File: src/hdl/tftp_transfer_engine_macros.svh
// ----------------------------------------------------------------------------
// TFTP transfer engine assertion macros
// Shared concurrent assertion forms, clocked on clk and disabled in rst.
// ----------------------------------------------------------------------------
`ifndef TFTP_TRANSFER_ENGINE_MACROS_SVH
`define TFTP_TRANSFER_ENGINE_MACROS_SVH

// Same-cycle implication.
`define TFTP_ASSERT_IMP(lbl, ante, cons, msg) \
  lbl: assert property (@(posedge clk) disable iff (rst) (ante) |-> (cons)) \
    else $error(msg);

// Next-cycle implication.
`define TFTP_ASSERT_NXT(lbl, ante, cons, msg) \
  lbl: assert property (@(posedge clk) disable iff (rst) (ante) |=> (cons)) \
    else $error(msg);

`endif

File: src/hdl/tftp_pkg.sv
// ----------------------------------------------------------------------------
// TFTP transfer engine package
// Codes, constants and request/result structures shared by the engine.
// ----------------------------------------------------------------------------
`default_nettype none

package tftp_pkg;

  // Payload bytes in one full block, and full DATA packet size with header.
  localparam logic [9:0] BLOCK_BYTES     = 10'd512;
  localparam logic [9:0] FULL_PACKET_LEN = 10'd516;

  localparam logic [15:0] TIMEOUT_RESET = 16'd5000;
  localparam logic [7:0]  RETRY_RESET   = 8'd5;

  // Configuration register indexes.
  localparam logic CFG_TIMEOUT = 1'b0;
  localparam logic CFG_RETRY   = 1'b1;

  // Request kinds.
  localparam logic [1:0] KIND_TICK    = 2'd0;
  localparam logic [1:0] KIND_REQUEST = 2'd1;
  localparam logic [1:0] KIND_PACKET  = 2'd2;
  localparam logic [1:0] KIND_UNUSED  = 2'd3;

  // Opcodes.
  localparam logic [15:0] OP_RRQ   = 16'd1;
  localparam logic [15:0] OP_WRQ   = 16'd2;
  localparam logic [15:0] OP_DATA  = 16'd3;
  localparam logic [15:0] OP_ACK   = 16'd4;

  // Send kinds.
  localparam logic [1:0] SEND_NONE = 2'd0;
  localparam logic [1:0] SEND_DATA = 2'd1;
  localparam logic [1:0] SEND_ACK  = 2'd2;
  localparam logic [1:0] SEND_ERR  = 2'd3;

  // Error reasons.
  localparam logic [1:0] ERR_WRITE_FAILED  = 2'd0;
  localparam logic [1:0] ERR_INVALID_MODE  = 2'd1;
  localparam logic [1:0] ERR_NOT_FOUND     = 2'd2;
  localparam logic [1:0] ERR_CANNOT_CREATE = 2'd3;

  typedef struct packed {
    logic [1:0]  kind;
    logic [15:0] opcode;
    logic [15:0] rx_block;
    logic [9:0]  packet_length;
    logic        mode_ok;
    logic        file_ok;
    logic [9:0]  read_count;
  } item_t;

  typedef struct packed {
    logic [1:0]  send_kind;
    logic [15:0] send_block;
    logic [9:0]  send_length;
    logic [1:0]  error_reason;
    logic        closed;
  } result_t;

  typedef struct packed {
    logic [15:0] timeout_ticks;
    logic [7:0]  retry_limit;
  } cfg_t;

  function automatic logic [9:0] clamp_read(input logic [9:0] rc);
    clamp_read = (rc > BLOCK_BYTES) ? BLOCK_BYTES : rc;
  endfunction

endpackage

`default_nettype wire

File: src/hdl/tftp_core.sv
// ----------------------------------------------------------------------------
// TFTP transfer core
// Transfer state and the combinational decision for one registered request.
// ----------------------------------------------------------------------------
`default_nettype none

module tftp_core (
  input  wire logic            clk,
  input  wire logic            rst,
  input  wire logic            step,
  input  wire tftp_pkg::item_t item,
  input  wire tftp_pkg::cfg_t  cfg,
  output tftp_pkg::result_t    result
);

  logic        active,        active_next;
  logic        is_read,       is_read_next;
  logic [15:0] last_block,    last_block_next;
  logic [9:0]  last_size,     last_size_next;
  logic [7:0]  retries_left,  retries_left_next;
  logic [15:0] elapsed_ticks, elapsed_ticks_next;

  logic [15:0] elapsed_inc;
  logic [15:0] block_plus1;
  logic [9:0]  rc_clamped;
  logic        short_block;

  assign elapsed_inc = (elapsed_ticks != 16'hFFFF) ? elapsed_ticks + 16'd1 : elapsed_ticks;
  assign block_plus1 = last_block + 16'd1;
  assign rc_clamped  = tftp_pkg::clamp_read(item.read_count);
  assign short_block = item.packet_length < tftp_pkg::FULL_PACKET_LEN;

  always_comb begin
    result             = '0;
    active_next        = active;
    is_read_next       = is_read;
    last_block_next    = last_block;
    last_size_next     = last_size;
    retries_left_next  = retries_left;
    elapsed_ticks_next = elapsed_ticks;

    if (item.kind == tftp_pkg::KIND_REQUEST) begin
      if (item.opcode == tftp_pkg::OP_RRQ || item.opcode == tftp_pkg::OP_WRQ) begin
        // New transfer replaces any running one.
        active_next        = 1'b0;
        is_read_next       = (item.opcode == tftp_pkg::OP_RRQ);
        last_block_next    = '0;
        last_size_next     = '0;
        retries_left_next  = cfg.retry_limit;
        elapsed_ticks_next = '0;
        if (!item.mode_ok) begin
          result.send_kind    = tftp_pkg::SEND_ERR;
          result.error_reason = tftp_pkg::ERR_INVALID_MODE;
          result.closed       = 1'b1;
        end else if (!item.file_ok) begin
          result.send_kind    = tftp_pkg::SEND_ERR;
          result.error_reason = (item.opcode == tftp_pkg::OP_RRQ) ?
                                tftp_pkg::ERR_NOT_FOUND : tftp_pkg::ERR_CANNOT_CREATE;
          result.closed       = 1'b1;
        end else begin
          active_next = 1'b1;
          if (item.opcode == tftp_pkg::OP_RRQ) begin
            last_block_next    = 16'd1;
            last_size_next     = rc_clamped;
            result.send_kind   = tftp_pkg::SEND_DATA;
            result.send_block  = 16'd1;
            result.send_length = rc_clamped;
          end else begin
            result.send_kind = tftp_pkg::SEND_ACK;
          end
        end
      end
    end else if (active && item.kind == tftp_pkg::KIND_TICK) begin
      elapsed_ticks_next = elapsed_inc;
      if (elapsed_inc > cfg.timeout_ticks) begin
        if (retries_left > 8'd1) begin
          // Resend the last packet.
          retries_left_next  = retries_left - 8'd1;
          elapsed_ticks_next = '0;
          result.send_kind   = is_read ? tftp_pkg::SEND_DATA : tftp_pkg::SEND_ACK;
          result.send_block  = last_block;
          result.send_length = is_read ? last_size : '0;
        end else begin
          retries_left_next = '0;
          active_next       = 1'b0;
          result.closed     = 1'b1;
        end
      end
    end else if (active && item.kind == tftp_pkg::KIND_PACKET) begin
      case (item.opcode)
        tftp_pkg::OP_DATA: begin
          if (item.rx_block == block_plus1) begin
            retries_left_next = cfg.retry_limit;
            if (!item.file_ok) begin
              active_next         = 1'b0;
              result.send_kind    = tftp_pkg::SEND_ERR;
              result.error_reason = tftp_pkg::ERR_WRITE_FAILED;
              result.closed       = 1'b1;
            end else begin
              last_block_next    = item.rx_block;
              elapsed_ticks_next = '0;
              result.send_kind   = tftp_pkg::SEND_ACK;
              result.send_block  = item.rx_block;
              result.closed      = short_block;
              if (short_block) begin
                active_next = 1'b0;
              end
            end
          end
        end
        tftp_pkg::OP_ACK: begin
          if (item.rx_block == last_block) begin
            retries_left_next  = cfg.retry_limit;
            last_block_next    = block_plus1;
            last_size_next     = rc_clamped;
            elapsed_ticks_next = '0;
            result.send_kind   = tftp_pkg::SEND_DATA;
            result.send_block  = block_plus1;
            result.send_length = rc_clamped;
            // An empty block ends a read.
            if (rc_clamped == '0) begin
              active_next   = 1'b0;
              result.closed = 1'b1;
            end
          end
        end
        default: begin
          // ERROR or unknown opcode ends the transfer.
          active_next   = 1'b0;
          result.closed = 1'b1;
        end
      endcase
    end
  end

  always_ff @(posedge clk) begin
    if (rst) begin
      active        <= 1'b0;
      is_read       <= 1'b0;
      last_block    <= '0;
      last_size     <= '0;
      retries_left  <= tftp_pkg::RETRY_RESET;
      elapsed_ticks <= '0;
    end else if (step) begin
      active        <= active_next;
      is_read       <= is_read_next;
      last_block    <= last_block_next;
      last_size     <= last_size_next;
      retries_left  <= retries_left_next;
      elapsed_ticks <= elapsed_ticks_next;
    end
  end

endmodule

`default_nettype wire

File: src/hdl/tftp_transfer_engine.sv
// ----------------------------------------------------------------------------
// TFTP transfer engine
// Server-side control of one TFTP transfer: requests in, packets to send out.
// ----------------------------------------------------------------------------
// Usage:
//   s_* carries one request per beat: tuser holds the kind (tick, start
//   request, received packet), tdata the opcode, block number, packet length,
//   mode/file status and the byte count read for the next block.
//   m_* returns exactly one result per request: tuser is the packet to send
//   (none, data, ack, error), tdata its block, length and error reason, and
//   tlast marks the request that ends the transfer.
//   cfg_* writes timeout_ticks (index 0) and retry_limit (index 1); write
//   only while no request is in flight.
// Timing: a request sits in an input register, is decided combinationally by
//   the core and lands in the result register once the result slot is free or
//   draining; m_tvalid comes from that register. One request is taken every
//   cycle while m_tready stays high.
// Reset: rst (synchronous) empties both registers, drops any transfer and
//   restores timeout_ticks 5000 and retry_limit 5.
// Stall: while m_tready is low the result holds; one more request can enter
//   the input register, after which s_tready drops until the result drains.
// ----------------------------------------------------------------------------
`default_nettype none

`include "tftp_transfer_engine_macros.svh"

module tftp_transfer_engine (
  input  wire logic        clk,
  input  wire logic        rst,
  // Request channel.
  input  wire logic        s_tvalid,
  output logic             s_tready,
  // tdata: opcode[15:0], rx_block[31:16], packet_length[41:32],
  //        mode_ok[42], file_ok[43], read_count[53:44], zero pad [55:54]
  input  wire logic [55:0] s_tdata,
  // tuser: kind[1:0]
  input  wire logic [1:0]  s_tuser,
  // Result channel.
  output logic             m_tvalid,
  input  wire logic        m_tready,
  // tdata: send_block[15:0], send_length[25:16], error_reason[27:26],
  //        zero pad [31:28]
  output logic [31:0]      m_tdata,
  // tuser: send_kind[1:0]
  output logic [1:0]       m_tuser,
  // tlast: closed
  output logic             m_tlast,
  // Configuration write channel.
  input  wire logic        cfg_valid,
  output logic             cfg_ready,
  input  wire logic        cfg_index,
  input  wire logic [15:0] cfg_data
);

  // Configuration registers.
  tftp_pkg::cfg_t cfg;

  assign cfg_ready = 1'b1;

  always_ff @(posedge clk) begin
    if (rst) begin
      cfg.timeout_ticks <= tftp_pkg::TIMEOUT_RESET;
      cfg.retry_limit   <= tftp_pkg::RETRY_RESET;
    end else if (cfg_valid && cfg_ready) begin
      case (cfg_index)
        tftp_pkg::CFG_TIMEOUT: cfg.timeout_ticks <= cfg_data;
        tftp_pkg::CFG_RETRY:   cfg.retry_limit   <= cfg_data[7:0];
        default: ;
      endcase
    end
  end

  // Input register.
  logic              in_valid;
  tftp_pkg::item_t   in_item;
  logic              advance;

  // Result register.
  logic              out_valid;
  tftp_pkg::result_t out_res;
  tftp_pkg::result_t core_res;

  // The decided request moves on whenever the result slot is free or draining.
  assign advance  = in_valid && (!out_valid || m_tready);
  assign s_tready = !in_valid || advance;

  always_ff @(posedge clk) begin
    if (rst) begin
      in_valid <= 1'b0;
    end else if (s_tready) begin
      in_valid <= s_tvalid;
    end
  end

  always_ff @(posedge clk) begin
    if (s_tvalid && s_tready) begin
      in_item.kind          <= s_tuser;
      in_item.opcode        <= s_tdata[15:0];
      in_item.rx_block      <= s_tdata[31:16];
      in_item.packet_length <= s_tdata[41:32];
      in_item.mode_ok       <= s_tdata[42];
      in_item.file_ok       <= s_tdata[43];
      in_item.read_count    <= s_tdata[53:44];
    end
  end

  tftp_core u_core (
    .clk    (clk),
    .rst    (rst),
    .step   (advance),
    .item   (in_item),
    .cfg    (cfg),
    .result (core_res)
  );

  always_ff @(posedge clk) begin
    if (rst) begin
      out_valid <= 1'b0;
    end else if (advance) begin
      out_valid <= 1'b1;
    end else if (m_tready) begin
      out_valid <= 1'b0;
    end
  end

  always_ff @(posedge clk) begin
    if (advance) begin
      out_res <= core_res;
    end
  end

  assign m_tvalid = out_valid;
  assign m_tuser  = out_res.send_kind;
  assign m_tlast  = out_res.closed;
  assign m_tdata  = {4'b0000, out_res.error_reason, out_res.send_length, out_res.send_block};

  // An error packet always ends the transfer.
  `TFTP_ASSERT_IMP(a_err_closes, out_valid && out_res.send_kind == tftp_pkg::SEND_ERR,
                   out_res.closed, "error result without close")
  // Block and length are zero unless data or an ack goes out.
  `TFTP_ASSERT_IMP(a_idle_fields_zero,
                   out_valid && (out_res.send_kind == tftp_pkg::SEND_NONE ||
                                 out_res.send_kind == tftp_pkg::SEND_ERR),
                   out_res.send_block == '0 && out_res.send_length == '0,
                   "block or length set on a result without data or ack")
  // Data never exceeds one block.
  `TFTP_ASSERT_IMP(a_len_bound, out_valid, out_res.send_length <= tftp_pkg::BLOCK_BYTES,
                   "data length above block size")
  // A request waiting behind a stalled result stays in the input register.
  `TFTP_ASSERT_NXT(a_in_hold, in_valid && !advance, in_valid,
                   "pending request lost during stall")
  // A taken request always produces a result on the next edge.
  `TFTP_ASSERT_NXT(a_result_follows, advance, out_valid,
                   "decided request left no result")

endmodule

`default_nettype wire

File: config.mk
export PLATFORM = sky130hd
export DESIGN_NAME = tftp_transfer_engine
export DESIGN_NICKNAME = d
export VERILOG_FILES = /design/src/hdl/tftp_pkg.sv /design/src/hdl/tftp_core.sv /design/src/hdl/tftp_transfer_engine.sv
export VERILOG_INCLUDE_DIRS = /design/src /design/src/hdl
export SDC_FILE = /design/constraint.sdc
export NUM_CORES = 1
export LEC_CHECK = 0
export BUFFER_PORTS_ARGS = -buffer_cell sky130_fd_sc_hd__buf_2
export CORE_MARGIN = 3
export CORE_UTILIZATION = 53
export DETAILED_ROUTE_END_ITERATION = 10
export PLACE_DENSITY = 0.8
export SLEW_MARGIN = 20
export SYNTH_ARGS = -nofsm -noshare
export SYNTH_HDL_FRONTEND = slang
export SYNTH_SLANG_ARGS = --single-unit
export TNS_END_PERCENT = 5
File: constraint.sdc
create_clock -name clk -period 3.7 [get_ports clk]
set_clock_uncertainty 0.2 [all_clocks]
set_input_delay 0.74 -clock clk [delete_from_list [all_inputs] [get_ports clk]]
set_output_delay 0.74 -clock clk [all_outputs]
set_load 0.05 [all_outputs]
==> results.json <==
{
  "status": "finished with violations",
  "failed_checks": "negative setup slack",
  "grt_use_met1": 0.290,
  "multi_input_area_sq_um": 4420,
  "hold_slack_ps": 254,
  "seq_power_share": 0.490,
  "layout_common_cells": "nand2_1 (131), buf_2 (108), edfxtp_1 (85)",
  "h-tree-depth": 4,
  "drc": 0,
  "grt_pass1_wl_um": 35400,
  "synth_seq_cells": 163,
  "place_inst": 1284,
  "netlist_area_sq_um": 8650,
  "n_antenna_cell": 0,
  "use_met3": 0.0650,
  "clkTransAtPathRegs_ps": 70,
  "grt-ovfl-total": 0,
  "core_area_sq_um": 15900,
  "powerDensity_nw_per_um2": 379,
  "area_delta_synth_final_pct": 25.1,
  "ff2ff_path_depth": 17,
  "layout_commonest_cell": "nand2_1",
  "power.share.switching": 0.248,
  "hold_class": "reg2reg",
  "syn_area_per_cell_sq_um": 9.15,
  "tns_ps": -1120,
  "yosysWarnings": 0,
  "crit_fanout": 5,
  "p_leak_nw": 4.19,
  "synth-adder-area-share": 0.0289,
  "final_cells": 1333,
  "synthXorXnorAreaFrac": 0.0385,
  "hpwl_um": 15800,
  "critical_path_class": "reg2reg",
  "synth.top_cell.area_share": 0.295,
  "synth_top_area_cell": "edfxtp_1",
  "synth-compound-area-share": 0.162,
  "end_kind": "register",
  "vdd_ir_drop_max_v": 0.000346,
  "grt_pass1_vias": 7400,
  "combPwrFrac": 0.073,
  "num_vias": 7900,
  "timing.final.hold_violations": 0,
  "cts_tree": "yes",
  "nFillCells": 1210,
  "firstDrtPassIters": 6,
  "routedWlPerCell_um": 17.6,
  "syn_inst": 945,
  "required_ps": 3790,
  "antenna_found_initial": 1,
  "drt-total-wl_um": 23400,
  "grt_busiest_layer": "met2",
  "worstMarginPinSlew_ps": 735,
  "yosysSeqAreaShare": 0.476,
  "worst_setup_path_start_kind": "register",
  "synth_top_family_by_area": "simple AND/OR/NAND/NOR gates",
  "drive_gt1_frac": 0.267,
  "pre_cts_slack_ps": -150,
  "max_clock_freq_mhz": 261,
  "grt_max_degree": 46,
  "ys_types": 74,
  "die_x_um": 134,
  "ant_nets": 0,
  "insertion_delay_ps": 440,
  "setup_ws_ps": -135,
  "clockBufferDepth": 2,
  "grtUsageMet2": 0.421,
  "power_frac_clock": 0.437,
  "cts.sinks": 163,
  "maxSlewHeadroom": 0.509,
  "grt_usage": 0.246,
  "rsz0062_at_grt": "true",
  "async_flop_share": 0,
  "dieArea_sq_um": 17900,
  "cts_made_buffers": 17,
  "power_w": 0.00410,
  "hold_depth": 2,
  "synthSimpleGateAreaFrac": 0.242,
  "drv_cap": 0,
  "ys_top_cells_by_area": "edfxtp_1 (30%), dfxtp_1 (18%), nand2_1 (5.7%)",
  "setup_viol": 14,
  "hold_buffers": 0,
  "finalCritPeriodShare": 1.04,
  "io_pins": 118,
  "nets": 1204,
  "cts_root_buffer": "clkbuf_16",
  "drtIter0Drc": 547,
  "die_y_um": 134,
  "io_buffers": 108,
  "register_area_sq_um": 4120,
  "via_per_inst": 5.93,
  "synth_edf_count": 85,
  "start_util": 0.542,
  "finalCriticalPeriod_ps": 3840,
  "arrival_ps": 3930,
  "p_sw_w": 0.00102,
  "synthFlopType": "edfxtp_1",
  "fp-row-count": 46,
  "gp_congestion": 0.957,
  "synth_mux_area_frac": 0.00940,
  "maxSlewViolCount": 0,
  "p_int_w": 0.00308
}
-- cell families (layout without fill, tap and decap cells) --
kind of cell             count (synthesis)  in the layout
XOR/XNOR                                38             38
adder cells (fa/ha/maj)                 20             20
flip-flops                             163            163
AO/OA/AOI/OAI                          218            218
other                                    2              5
buffers and inverters                   88            257
multiplexers                             8              8
AND/OR/NAND/NOR                        408            408
-- metal layers --
metal  share of wire  wire (um)
met4           0.043       1010
met2            0.50      11800
met5         0.00030          7
met1            0.38       8980
met3           0.070       1650
-- through the flow --
step,area (sq um),util
floorplan,8690,-
global placement,9810,0.615
detailed placement,9810,0.615
CTS,10400,0.655
global route,10800,0.679
finish,10800,0.679
-- worst max-delay path: stages, from the launching register on --
cell     delay (ps)
dfxtp_2         370
nand3_4         130
nor3_4          220
nand4_1         190
and4_1          280
nand3_1         150
xnor2_1         120
ha_2            370
o21ai_2          70
a21oi_1         170
o21ai_2         110
o211a_4         280
buf_6           120
o31ai_4         390
buf_6           190
nor2_1           40
o21ai_0         190
a21oi_1         120
-- synthesized netlist by cell type (12+ instances only) --
library cell / number
dfxtp_1: 78
ha_1: 20
nor2_1: 70
xnor2_1: 26
nor3_1: 29
nand4_1: 19
nor2b_1: 18
nand2_1: 131
a31oi_1: 16
nand2b_1: 17
edfxtp_1: 85
inv_1: 30
clkbuf_1: 38
xor2_1: 12
or3_1: 14
nand3_1: 42
o21ai_0: 49
a21oi_1: 80
-- flip-flops by register name (all words and copies together) (netlist names) --
register	count
cfg	24
in_item	54
in_valid	1
m_tdata	28
m_tlast	1
m_tuser	2
m_tvalid	1
u_core.active	1
u_core.elapsed_ticks	16
u_core.is_read	1
u_core.last_block	16
u_core.last_size	10
u_core.retries_left	8
-- layout make-up --
type	count	area share
Multi-Input combinational cell	697	0.409
Sequential cell	163	0.381
Timing Repair Buffer	195	0.120
Clock buffer	17	0.0393
Tap cell	216	0.0250
Clock inverter	15	0.0156
Inverter	30	0.0104
-- path summary, 6_finish.rpt --
kind / start / end / slack, ps
worst min register to register: u_core.last_size[1] / u_core.last_size[1] / 250
worst min-delay path: u_core.last_size[1] / u_core.last_size[1] / 250
worst max register to register: u_core.elapsed_ticks[8] / u_core.elapsed_ticks[7] / -140
worst max-delay path: u_core.elapsed_ticks[8] / u_core.elapsed_ticks[7] / -140
-- what timing repair did --
action | 4_1_cts | 5_1_grt
buffers inserted | 3 | 11
endpoints found under the setup margin | 48 | 53
gates cloned | 0 | 3
endpoints found under the hold margin | 0 | 0
pin swaps | 5 | 37
gates resized for setup | 7 | 77
-- power by group through the flow --
| stage | combinational (W) | clock [W] | sequential (W) |
|---|---|---|---|
| floorplan | 0.000135 | 0 | 0.00209 |
| global placement | 0.000284 | 0 | 0.00205 |
| detailed placement | 0.000289 | 0 | 0.00205 |
| CTS | 0.000291 | 0.00180 | 0.00201 |
| global route | 0.000324 | 0.00189 | 0.00202 |
| finish | 0.000299 | 0.00179 | 0.00201 |
Power figures use the tool's default switching activity.
